**config.mk**
```make
export PLATFORM = sky130hd
export DESIGN_NAME = ais_cell
export DESIGN_NICKNAME = d
export VERILOG_FILES = /design/src/sv/ais_pkg.sv /design/src/sv/ais_cell.sv
export SDC_FILE = /design/constraint.sdc
export NUM_CORES = 1
export LEC_CHECK = 0
export BUFFER_PORTS_ARGS = -buffer_cell sky130_fd_sc_hd__clkbuf_2
export CORE_UTILIZATION = 40
export CTS_CLUSTER_DIAMETER = 100
export DETAILED_ROUTE_END_ITERATION = 8
export GPL_ROUTABILITY_DRIVEN = 0
export MAX_ROUTING_LAYER = met4
export PLACE_DENSITY_LB_ADDON = 0.12
export SLEW_MARGIN = 20
export SYNTH_ARGS = -nofsm -noshare
export SYNTH_HDL_FRONTEND = slang
export SYNTH_SLANG_ARGS = --single-unit
```
**constraint.sdc**
```tcl
create_clock -name clk -period 5.08 [get_ports clk]
set_clock_uncertainty 0.05 [all_clocks]
set_input_delay 1.016 -clock clk [delete_from_list [all_inputs] [get_ports clk]]
set_output_delay 1.016 -clock clk [all_outputs]
set_load 0.02 [all_outputs]
```
**src/sv/ais_pkg.sv**
```systemverilog
// shared constants and types for the ascending integer sorter
package ais_pkg;

    localparam int MAX_ITEMS = 64;
    localparam int VALUE_W   = 32;
    localparam int CNT_W     = $clog2(MAX_ITEMS + 1);

    typedef logic signed [VALUE_W-1:0] value_t;
    typedef logic [CNT_W-1:0]          count_t;

    // broadcast control to every cell
    typedef struct packed {
        logic   insert;
        logic   shift;
        value_t key;
    } cell_ctl_t;

    // what one cell shows its neighbors
    typedef struct packed {
        logic   occ;
        logic   lt;
        value_t value;
    } cell_link_t;

endpackage

```
**src/sv/ais_cell.sv**
```systemverilog
// one cell of the insertion chain: holds one value, shifts right on insert, left on drain
module ais_cell (
    input  logic               clk,
    input  logic               rst_n,
    input  ais_pkg::cell_ctl_t ctl,
    input  ais_pkg::cell_link_t left,
    input  ais_pkg::cell_link_t right,
    output ais_pkg::cell_link_t self
);
    import ais_pkg::*;

    value_t val_reg;
    value_t val_next;
    logic   occ_reg;
    logic   occ_next;
    logic   lt;

    // key goes at or before this cell; strict compare keeps equal values in arrival order
    assign lt = !occ_reg || (ctl.key < val_reg);

    always_comb
    begin
        val_next = val_reg;
        occ_next = occ_reg;
        if (ctl.shift)
        begin
            val_next = right.value;
            occ_next = right.occ;
        end
        else if (ctl.insert && lt)
        begin
            if (left.lt)
            begin
                val_next = left.value;
                occ_next = left.occ;
            end
            else
            begin
                val_next = ctl.key;
                occ_next = 1'b1;
            end
        end
    end

    always_ff @(posedge clk or negedge rst_n)
    begin
        if (!rst_n)
        begin
            occ_reg <= 1'b0;
        end
        else
        begin
            occ_reg <= occ_next;
        end
    end

    always_ff @(posedge clk)
    begin
        val_reg <= val_next;
    end

    assign self = '{occ: occ_reg, lt: lt, value: val_reg};

endmodule

```
* Word-level counts from Yosys, hierarchy flattened
Cells that the tools add are included.
Storage, ports and cells: output and inout port bits 34, bits of input ports 104, register bits 33, logic and storage cells 13
Cells by class: mux-type cells 6, $lt $le $gt $ge 1, reductions and logical operators 4
Operators with widths (number):
- $mux 32 | 3
- $lt 32x32->1 | 1
- $mux 1 | 3
- $reduce_bool 2->1 | 1
- $logic_and 1x1->1 | 1
- $logic_not 1->1 | 1
- $logic_or 1x1->1 | 1

* Depth between registers and ports, before layout
Gate-level depths: netlist (run 1).
depth in word-level cells 5, mapped depth 9, depth with buffers taken out 8

* Worst setup path before layout (run 1)
Ideal clock, no wire load.
kind input -> register, start input ctl[2] (netlist name), end register val_reg[0] (enable), stages 7, setup slack 201 ps, data arrival time 4368 ps, library setup time 461 ps, data required time 4569 ps, buffers on the path 0, path through ha_1 > a211o_1 > a31oi_1 > o311a_1 > o41ai_2 > and3_1 > nor3_1
Between the ends: longest elaborated chain between the ends 4
RTL lines:
- from (decl) | RTL line ais_cell.sv:5 | input ais_pkg::cell_ctl_t ctl,
- $lt 32x32->1 | RTL line ais_cell.sv:19 | assign lt = !occ_reg || (ctl.key < val_reg);
- $logic_or 1x1->1 | RTL line ais_cell.sv:19
- $logic_and 1x1->1 | RTL line ais_cell.sv:30 | else if (ctl.insert && lt)
- $reduce_bool 2->1 (no source line)
- to (signal assigned) | RTL line ais_cell.sv:59 | val_reg <= val_next;
- to (decl) | RTL line ais_cell.sv:12 | value_t val_reg;
No other way between the ends. A chain may end at the register's enable or synchronous reset.

==> flow_metrics.env, run 1 <==
export IMPL_outcome="finished clean"
export IMPL_fin_tns_setup_ps=0
export IMPL_crit_top_cell="clkbuf_2"
export IMPL_synth_compound_area_share_pct=13.9
export IMPL_cts_sinks=33
export IMPL_crit_slowest_cell="o311a_1"
export IMPL_post_dp_cell_area_mm2=0.00326
export IMPL_slew_violations=0
export IMPL_drt_pass1_iter_count=4
export IMPL_ys_ff_latch=33
export IMPL_cp_required_ps=4010
export IMPL_antenna_left=0
export IMPL_worstSkewPairLatency_ps=280
export IMPL_core_area_mm2=0.00599
export IMPL_synthAdderAreaFrac_pct=15.4
export IMPL_slowest_delay_ps=380
export IMPL_via_per_inst=4.85
export IMPL_switching_power_mw=0.317
export IMPL_path_cells="clkbuf_2 -> ha_1 -> nand4_1 -> o311a_1 -> o41ai_2 -> a21oi_1 -> mux2_1 -> clkbuf_2"
export IMPL_die_h_um=81.3
export IMPL_first_iter_violations=40
export IMPL_relSlewSlack_pct=62.4
export IMPL_syn_inst=265
export IMPL_p_int_mw=0.584
export IMPL_min_period_ps=3940
export IMPL_grt_max_degree=69
export IMPL_fmax_mhz=254
export IMPL_worst_setup_path_type="in2out"
export IMPL_cts_tree="built"
export IMPL_hpwl_um=4640
export IMPL_power_frac_seq_pct=41.9
export IMPL_num_fill_cells=574
export IMPL_ff_latch_area_um2=986
export IMPL_yosysWarnings=0
export IMPL_h_tree_depth=2
export IMPL_synth_nets=400
export IMPL_endpoint_kind="primary output"
export IMPL_ys_seq_area_share_pct=39.2
export IMPL_start_kind="input port"
export IMPL_antenna_found_initial=0
export IMPL_cts_root_buf="clkbuf_8"
export IMPL_cts_path_max_buffers=2
export IMPL_multi_input_area_mm2=0.00135
export IMPL_clkSlewWorstSetupHoldPaths_ps=70
export IMPL_final_area_mm2=0.00334
export IMPL_postCtsHoldBufs=0
export IMPL_vias=2302
export IMPL_numCtsBuffers=5
export IMPL_num_antenna_cells=0
export IMPL_grt_pass1_wl_um=8940
export IMPL_start_util_pct=42.0
export IMPL_synth_area_mm2=0.00251
export IMPL_final_nets=534
export IMPL_yosysUniqueCellTypes=34
export IMPL_worstMarginPinSlew_ps=564
export IMPL_whs_ps=445
export IMPL_synth_mux_area_share_pct=13.2
export IMPL_drc=0
export IMPL_post_cts_repair_setup_buffers=0
export IMPL_power_share_clock_pct=21.0
export IMPL_cp_max_fo=3
export IMPL_instances_no_fill=475
export IMPL_fp_dieW_um=81.3
export IMPL_wirelength_um=5830
export IMPL_row_count=28
export IMPL_area_growth_pct=33.1
export IMPL_cap_violations=0
export IMPL_synth_top_family_by_area="adder cells"
export IMPL_synth_xor_area_share_pct=0
export IMPL_io_pins=138
export IMPL_p_comb_share_pct=37.2
export IMPL_wl_per_cell_um=12.3
export IMPL_grt_overflow_total=0
export IMPL_path_buf_inv=2
export IMPL_layout_common_cells="136 x clkbuf_2, 42 x nand2_1, 35 x o21ai_0"
export IMPL_syn_area_per_cell_um2=9.49
export IMPL_largest_reg_flops=32
export IMPL_powerDensity_mw_per_mm2=269
export IMPL_yosys_area_share_simple_pct=11.1
export IMPL_critical_path_top_delay_family="compound AO/OA/AOI/OAI gates"
export IMPL_switching_share_pct=35.2
export IMPL_final_common_cell="clkbuf_2"
export IMPL_drive_above_1_share_pct=37.3
export IMPL_hold_class="in2async"
export IMPL_vdd_drop_max_v=0.000131
export IMPL_place_inst=467
export IMPL_setup_viol=0
export IMPL_cp_arrival_ps=2880
export IMPL_grt_pass1_vias=2103
export IMPL_hold_viol_final=0
export IMPL_die_area_mm2=0.00660
export IMPL_grt_use_total_pct=18.3
export IMPL_min_period_over_period_pct=77.6
export IMPL_cts_resized=0
export IMPL_p_leak_nw=1.79
export IMPL_port_buffers=136
export IMPL_rsz0062_at_grt="false"
==> final timing paths <==
check,slack (ps),end,from,depth (start not counted)
max,1140,self[32],ctl[7],8
min,440,occ_reg$_DFFE_PN0P_,rst_n,1
max in group asynchronous,4450,occ_reg$_DFFE_PN0P_,rst_n,1
min reg2reg,790,occ_reg$_DFFE_PN0P_,occ_reg$_DFFE_PN0P_,4
max reg2reg,2550,val_reg[9]$_DFFE_PP_,val_reg[31]$_DFFE_PP_,9
min in group clk,790,occ_reg$_DFFE_PN0P_,occ_reg$_DFFE_PN0P_,4
==> per-layer routing <==
layer	global-route usage, %	part of all wire (%)	routed length (um)
met1	19.7	43	2500
met2	32.6	50	2890
met3	4.83	6.5	378
met4	5.54	1.1	64
met5	-	0	0
==> layout make-up <==
type	instances	area share, %
Inverter	32	3.59
Clock inverter	3	0.374
Tap cell	75	2.81
Multi-Input combinational cell	187	40.4
Sequential cell	33	29.5
Clock buffer	5	2.06
Timing Repair Buffer	140	21.2
==> stage by stage <==
stage	utilization [%]	total power, mW	setup WS (ps)
detailed placement	54.5	0.723	1110
global route	55.8	0.969	1050
CTS	55.8	0.918	1110
global placement	54.5	0.715	1130
floorplan	-	0.600	201
finish	55.8	0.901	1140
==> kinds of logic (layout without fill, tap and decap cells) <==
family	after synthesis	after routing
adders and majority gates	31	31
and+or+nand+nor	63	63
AOI/OAI and AO/OA	60	60
DFF	33	33
buffers and inverters	45	180
muxes	33	33
==> synth_stat cells <==
cell       number  share of area, %
a211o_1         1              0.35
a211oi_1        1              0.30
a21o_1          1              0.30
a21oi_1        13               2.6
a221o_1         1              0.40
a221oi_2        1              0.60
a31oi_1         1              0.25
and3_1          1              0.25
and3b_1         1              0.35
buf_2           3              0.60
buf_4           2              0.60
clkbuf_1        8               1.2
dfrtp_1         1               1.0
edfxtp_1       32                38
ha_1           31                15
inv_1          32               4.8
mux2_1          1              0.45
mux2i_1        32                13
nand2_1        42               6.3
nand2b_1        2              0.50
nand3_1         2              0.40
nand4_1         6               1.5
nor2_1          4              0.60
nor3_1          2              0.40
nor4_1          1              0.25
nor4b_1         1              0.35
o211ai_1        1              0.30
o21ai_0        35               7.0
o21ai_1         1              0.20
o22ai_1         1              0.25
o2bb2ai_1       1              0.35
o311a_1         1              0.40
o41ai_2         1              0.65
or3_1           1              0.25
==> worst register-to-register path, stage by stage, from the launching register on <==
cell	delay, ps
edfxtp_1	350
inv_1	50
ha_1	350
nand4_1	190
nor2_1	80
a221oi_2	210
o211ai_1	190
nor4b_1	470
nor3_2	110
buf_4	230
==> power by group through the flow <==
stage	registers [mW]	logic (mW)	clock network, mW
2_1_floorplan	0.434	0.166	0
3_3_place_gp	0.381	0.334	0
3_5_place_dp	0.383	0.340	0
4_1_cts	0.378	0.342	0.199
5_1_grt	0.383	0.379	0.207
6_report	0.377	0.335	0.189
Power figures use the tool's default switching activity.
==> inputs of run 2 (changes only) <==
clock period = 3.6 ns   (was 5.08 ns; I/O delays follow)
==> run 2 against run 1 <==
Effect of this change: flip-flop and latch count unchanged; final cell count shrank 0.21%; critical endpoint unchanged; die area stayed put; utilization about the same.
==> flow_metrics.env, run 2 (same netlist as run 1, synthesis figures left out) <==
export IMPL_numCtsBuffers=5
export IMPL_drive_above_1_share_pct=37.1
export IMPL_vdd_drop_max_v=0.000212
export IMPL_postCtsHoldBufs=0
export IMPL_grt_use_total_pct=19.0
export IMPL_vias=2330
export IMPL_path_cells="clkbuf_2 -> ha_1 -> nand4_1 -> o311a_1 -> o41ai_2 -> a21oi_1 -> mux2_1 -> clkbuf_2"
export IMPL_powerDensity_mw_per_mm2=380
export IMPL_p_comb_share_pct=37.7
export IMPL_wl_per_cell_um=12.5
export IMPL_port_buffers=136
export IMPL_drc=0
export IMPL_antenna_found_initial=0
export IMPL_switching_power_mw=0.444
export IMPL_hold_class="in2async"
export IMPL_cts_sinks=33
export IMPL_path_buf_inv=2
export IMPL_instances_no_fill=474
export IMPL_dp_slack_ps=117
export IMPL_switching_share_pct=35.0
export IMPL_cp_max_fo=3
export IMPL_fin_tns_setup_ps=0
export IMPL_post_cts_repair_setup_buffers=0
export IMPL_p_leak_nw=1.79
export IMPL_hpwl_um=4800
export IMPL_cap_violations=0
export IMPL_cts_resized=0
export IMPL_min_period_ps=3350
export IMPL_start_util_pct=42.0
export IMPL_startpoint="ctl[7]"
export IMPL_final_area_mm2=0.00335
export IMPL_slew_violations=0
export IMPL_cts_root_buf="clkbuf_8"
export IMPL_worstSkewPairLatency_ps=280
export IMPL_rsz0062_at_grt="false"
export IMPL_worst_setup_path_type="in2out"
export IMPL_largest_reg_flops=32
export IMPL_fp_dieW_um=81.3
export IMPL_die_area_mm2=0.00660
export IMPL_setup_ws_ps=249
export IMPL_grt_max_degree=69
export IMPL_row_count=28
export IMPL_core_area_mm2=0.00599
export IMPL_crit_top_cell="clkbuf_2"
export IMPL_grt_overflow_total=0
export IMPL_drt_pass1_iter_count=4
export IMPL_hold_viol_final=0
export IMPL_worstReg2RegStart="val_reg[31]$_DFFE_PP_"
export IMPL_final_nets=534
export IMPL_start_kind="input port"
export IMPL_m1WireLength_um=2480
export IMPL_grt_pass1_vias=2034
export IMPL_worstMarginPinSlew_ps=811
export IMPL_first_iter_violations=44
export IMPL_met3_wirelength_um=457
export IMPL_cp_arrival_ps=2580
export IMPL_final_util_pct=55.8
export IMPL_clkSlewWorstSetupHoldPaths_ps=70
export IMPL_num_antenna_cells=0
export IMPL_power_share_clock_pct=20.6
export IMPL_io_pins=138
export IMPL_outcome="finished clean"
export IMPL_cts_path_max_buffers=2
export IMPL_setup_viol=0
export IMPL_grt_pass1_wl_um=9140
export IMPL_place_inst=467
export IMPL_cp_required_ps=2830
export IMPL_slowest_delay_ps=380
export IMPL_fmax_mhz=298
export IMPL_wl_met2_um=2890
export IMPL_area_growth_pct=33.1
export IMPL_wirelength_um=5910
export IMPL_final_common_cell="clkbuf_2"
export IMPL_highest_layer="met4"
export IMPL_die_h_um=81.3
export IMPL_post_dp_cell_area_mm2=0.00327
export IMPL_cts_tree="built"
export IMPL_power_frac_seq_pct=41.8
export IMPL_critical_path_top_delay_family="compound AO/OA/AOI/OAI gates"
export IMPL_p_int_mw=0.825
export IMPL_relSlewSlack_pct=45.7
export IMPL_antenna_left=0
export IMPL_h_tree_depth=2
export IMPL_min_period_over_period_pct=93.1
export IMPL_layout_common_cells="136 x clkbuf_2, 42 x nand2_1, 35 x o21ai_0"
export IMPL_via_per_inst=4.92
export IMPL_crit_slowest_cell="o311a_1"
export IMPL_endpoint_kind="primary output"
[run 2: cell type report]
class / instances / area, um2
inverter: 32 / 120
clock inverter: 1 / 3.75
timing repair buffer: 140 / 711
multi-input combinational: 187 / 1360
tap: 75 / 93.8
sequential: 33 / 986
clock buffer: 6 / 72.6
fill: 559 / 2650
[run 2: per-stage QoR]
stage / hold WS (ps) / total power, mW
3_3_place_gp: 445 / 1.01
5_1_grt: 132 / 1.37
6_report: 145 / 1.27
4_1_cts: 134 / 1.29
3_5_place_dp: 446 / 1.03
2_1_floorplan: 374 / 0.847
[run 2: metal layers]
layer / track usage [%] / vias to the layer above
li1: - / 1216
met1: 22.1 / 1023
met2: 31.8 / 82
met3: 4.83 / 9
met4: 5.89 / 0
met5: - / -
[run 2: worst reg2reg max path: cells and delay by family, from the launching register on]
family,cells,cell delay [ps]
AOI/OAI and AO/OA,1,180
adders and majority gates,1,370
buffers and inverters,2,380
DFF,1,350
and+or+nand+nor,5,1380
[run 2: path summary, 6_finish.rpt]
| kind | cells after the start | endpoint | slack (ps) |
|---|---|---|---|
| max | 8 | self[32] | 250 |
| min | 1 | occ_reg$_DFFE_PN0P_ | 150 |
| max reg2reg | 9 | val_reg[18]$_DFFE_PP_ | 600 |
| min reg2reg | 4 | occ_reg$_DFFE_PN0P_ | 800 |
| max in group asynchronous | 1 | occ_reg$_DFFE_PN0P_ | 3270 |
| min in group clk | 3 | val_reg[29]$_DFFE_PP_ | 660 |
[run 2: power by group through the flow]
stage,sequential [mW],clock (mW),combinational [mW]
6_report,0.530,0.261,0.478
5_1_grt,0.539,0.290,0.541
4_1_cts,0.532,0.273,0.487
3_5_place_dp,0.540,0,0.485
3_3_place_gp,0.537,0,0.474
2_1_floorplan,0.610,0,0.237
==> inputs of run 3 (changes only) <==
ABC_AREA = 1   (was default)
==> run 3 against run 2 <==
Effect of this change: fmax up 14%; utilization shrank 0.48 points; setup slack gained 410 ps; routed wire length is 9.9% higher; synthesized area decreased by 0.20%; final cell count rose by 11%; global-route usage up 2.3 points; final area decreased by 0.86%; critical endpoint is now occ_reg$_DFFE_PN0P_.
==> flow_metrics.env, run 3 <==
export IMPL_relSlewSlack_pct=29.2
export IMPL_synth_top_family_by_area="simple AND/OR/NAND/NOR gates"
export IMPL_largest_reg_flops=32
export IMPL_path_buf_inv=2
export IMPL_post_dp_cell_area_mm2=0.00324
export IMPL_endpoint_kind="register"
export IMPL_grt_pass1_wl_um=10400
export IMPL_crit_slowest_cell="clkinv_1"
export IMPL_whs_ps=158
export IMPL_ys_async_sr_fraction_pct=3.03
export IMPL_synth_top_cell_by_area="edfxtp_1"
export IMPL_synth_compound_area_share_pct=17.9
export IMPL_drc=0
export IMPL_final_util_pct=55.4
export IMPL_slowest_delay_ps=1070
export IMPL_ys_flop_type="edfxtp_1"
export IMPL_clkSlewWorstSetupHoldPaths_ps=60
export IMPL_num_fill_cells=600
export IMPL_ff_latch_area_um2=986
export IMPL_postCtsHoldBufs=0
export IMPL_post_cts_repair_setup_buffers=0
export IMPL_setup_viol=0
export IMPL_first_iter_violations=64
export IMPL_hold_class="in2async"
export IMPL_cts_tree="built"
export IMPL_path_cells="clkbuf_2 -> clkinv_1 -> o21ai_0 -> nand2_1 -> nand2_2 -> nand2_2"
export IMPL_min_period_ps=2940
export IMPL_powerDensity_mw_per_mm2=347
export IMPL_cts_path_max_buffers=2
export IMPL_fp_dieW_um=81.2
export IMPL_cts_root_buf="clkbuf_8"
export IMPL_outcome="finished clean"
export IMPL_ys_ff_latch=33
export IMPL_hpwl_um=4810
export IMPL_synthTopCellsByArea="edfxtp_1 38%, a21oi_1 16%, ha_1 15%"
export IMPL_syn_inst=320
export IMPL_synthAdderAreaFrac_pct=15.5
export IMPL_via_per_inst=4.89
export IMPL_start_util_pct=41.9
export IMPL_h_tree_depth=2
export IMPL_critical_path_top_delay_family="buffers and inverters"
export IMPL_cp_max_fo=33
export IMPL_grt_overflow_total=0
export IMPL_synthTopCellsByCount="79 x a21oi_1, 60 x nand2_1, 42 x inv_1"
export IMPL_ys_seq_area_share_pct=39.3
export IMPL_syn_area_per_cell_um2=7.84
export IMPL_start_kind="input port"
export IMPL_drive_above_1_share_pct=34.1
export IMPL_drt_pass1_iter_count=4
export IMPL_area_growth_pct=32.2
export IMPL_min_period_over_period_pct=81.7
export IMPL_die_area_mm2=0.00659
export IMPL_vdd_drop_max_v=0.000197
export IMPL_cap_violations=0
export IMPL_worstReg2RegStart="val_reg[31]$_DFFE_PP_"
export IMPL_die_h_um=81.2
export IMPL_wirelength_um=6490
export IMPL_layout_common_cells="136 x clkbuf_2, 79 x a21oi_1, 60 x nand2_1, 41 x inv_1, 37 x nor2_1"
export IMPL_wl_per_cell_um=12.4
export IMPL_worstMarginPinSlew_ps=1060
export IMPL_worst_setup_path_type="in2reg"
export IMPL_cts_sinks=33
export IMPL_synth_top_area_share_pct=38.3
export IMPL_antenna_found_initial=0
export IMPL_num_antenna_cells=0
export IMPL_rsz0062_at_grt="false"
export IMPL_io_pins=138
export IMPL_final_common_cell="clkbuf_2"
export IMPL_synth_area_mm2=0.00251
export IMPL_grt_pass1_vias=2398
export IMPL_synth_mux_area_share_pct=0
export IMPL_vias=2563
export IMPL_cts_resized=0
export IMPL_hold_viol_final=0
export IMPL_design_power_total_mw=1.15
export IMPL_core_area_mm2=0.00599
export IMPL_startpoint="left[32]"
export IMPL_worstSkewPairLatency_ps=280
export IMPL_port_buffers=136
export IMPL_fin_tns_setup_ps=0
export IMPL_grt_max_degree=36
export IMPL_multi_input_area_mm2=0.00129
export IMPL_synth_edf_count=32
export IMPL_fmax_mhz=340
export IMPL_final_area_mm2=0.00332
export IMPL_yosysWarnings=0
export IMPL_synth_nets=455
export IMPL_yosysMostFrequentCell="a21oi_1"
export IMPL_synth_xor_area_share_pct=0
export IMPL_cp_required_ps=3720
export IMPL_yosysUniqueCellTypes=24
export IMPL_grt_use_total_pct=21.2
export IMPL_antenna_left=0
export IMPL_slew_violations=0
export IMPL_numCtsBuffers=5
export IMPL_crit_top_cell="nand2_2"
export IMPL_row_count=28
export IMPL_p_leak_nw=1.81
export IMPL_rrSetupSlack_ps=1190
export IMPL_yosys_area_share_simple_pct=18.1
export IMPL_final_nets=584
export IMPL_cp_arrival_ps=3060
## run 3: cell types whose count changed after synthesis, sizes merged, moves of 11 or more
| cell | before | now |
|---|---|---|
| inv | 32 | 43 |
| nor2 | 4 | 37 |
| mux2i | 32 | 0 |
| a21oi | 13 | 80 |
| nand2 | 42 | 64 |
| o21ai | 36 | 5 |
## run 3: metrics by stage
stage / instances / worst slack, ps
after CTS: 524 / 732
after global routing: 524 / 451
after floorplan: 320 / 1010
after detailed placement: 517 / 743
final: 524 / 660
after global placement: 517 / 766
## run 3: worst paths after layout
check	cells past startpoint	to
setup reg to reg	13	val_reg[10]$_DFFE_PP_
hold reg to reg	2	occ_reg$_DFFE_PN0P_
hold / removal	1	occ_reg$_DFFE_PN0P_
min in group clk	2	occ_reg$_DFFE_PN0P_
max in group asynchronous	1	occ_reg$_DFFE_PN0P_
setup / recovery	6	occ_reg$_DFFE_PN0P_
## run 3: where the power goes
group          internal (mW)  leakage (nW)  switching (mW)
combinational          0.155          1.44           0.235
sequential             0.477         0.331          0.0214
clock                  0.130        0.0387           0.130
## run 3: final cells by class
class | instances | area share, %
Multi-Input combinational cell | 228 | 38.9
Clock inverter | 1 | 0.113
Timing Repair Buffer | 138 | 21.4
Inverter | 43 | 4.87
Tap cell | 75 | 2.83
Sequential cell | 33 | 29.7
Clock buffer | 6 | 2.19
## run 3: kinds of logic after synthesis
family	Yosys count
simple gates	110
compound gates	87
buf+inv	59
flops	33
fa+ha+maj	31
## run 3: metal layers
layer	vias up	share of wire (%)	global-route usage (%)
met3	6	6.9	5.51
met4	0	0.89	5.89
met2	91	49	36.6
met1	1140	44	24.3
met5	-	0	-
li1	1326	-	-
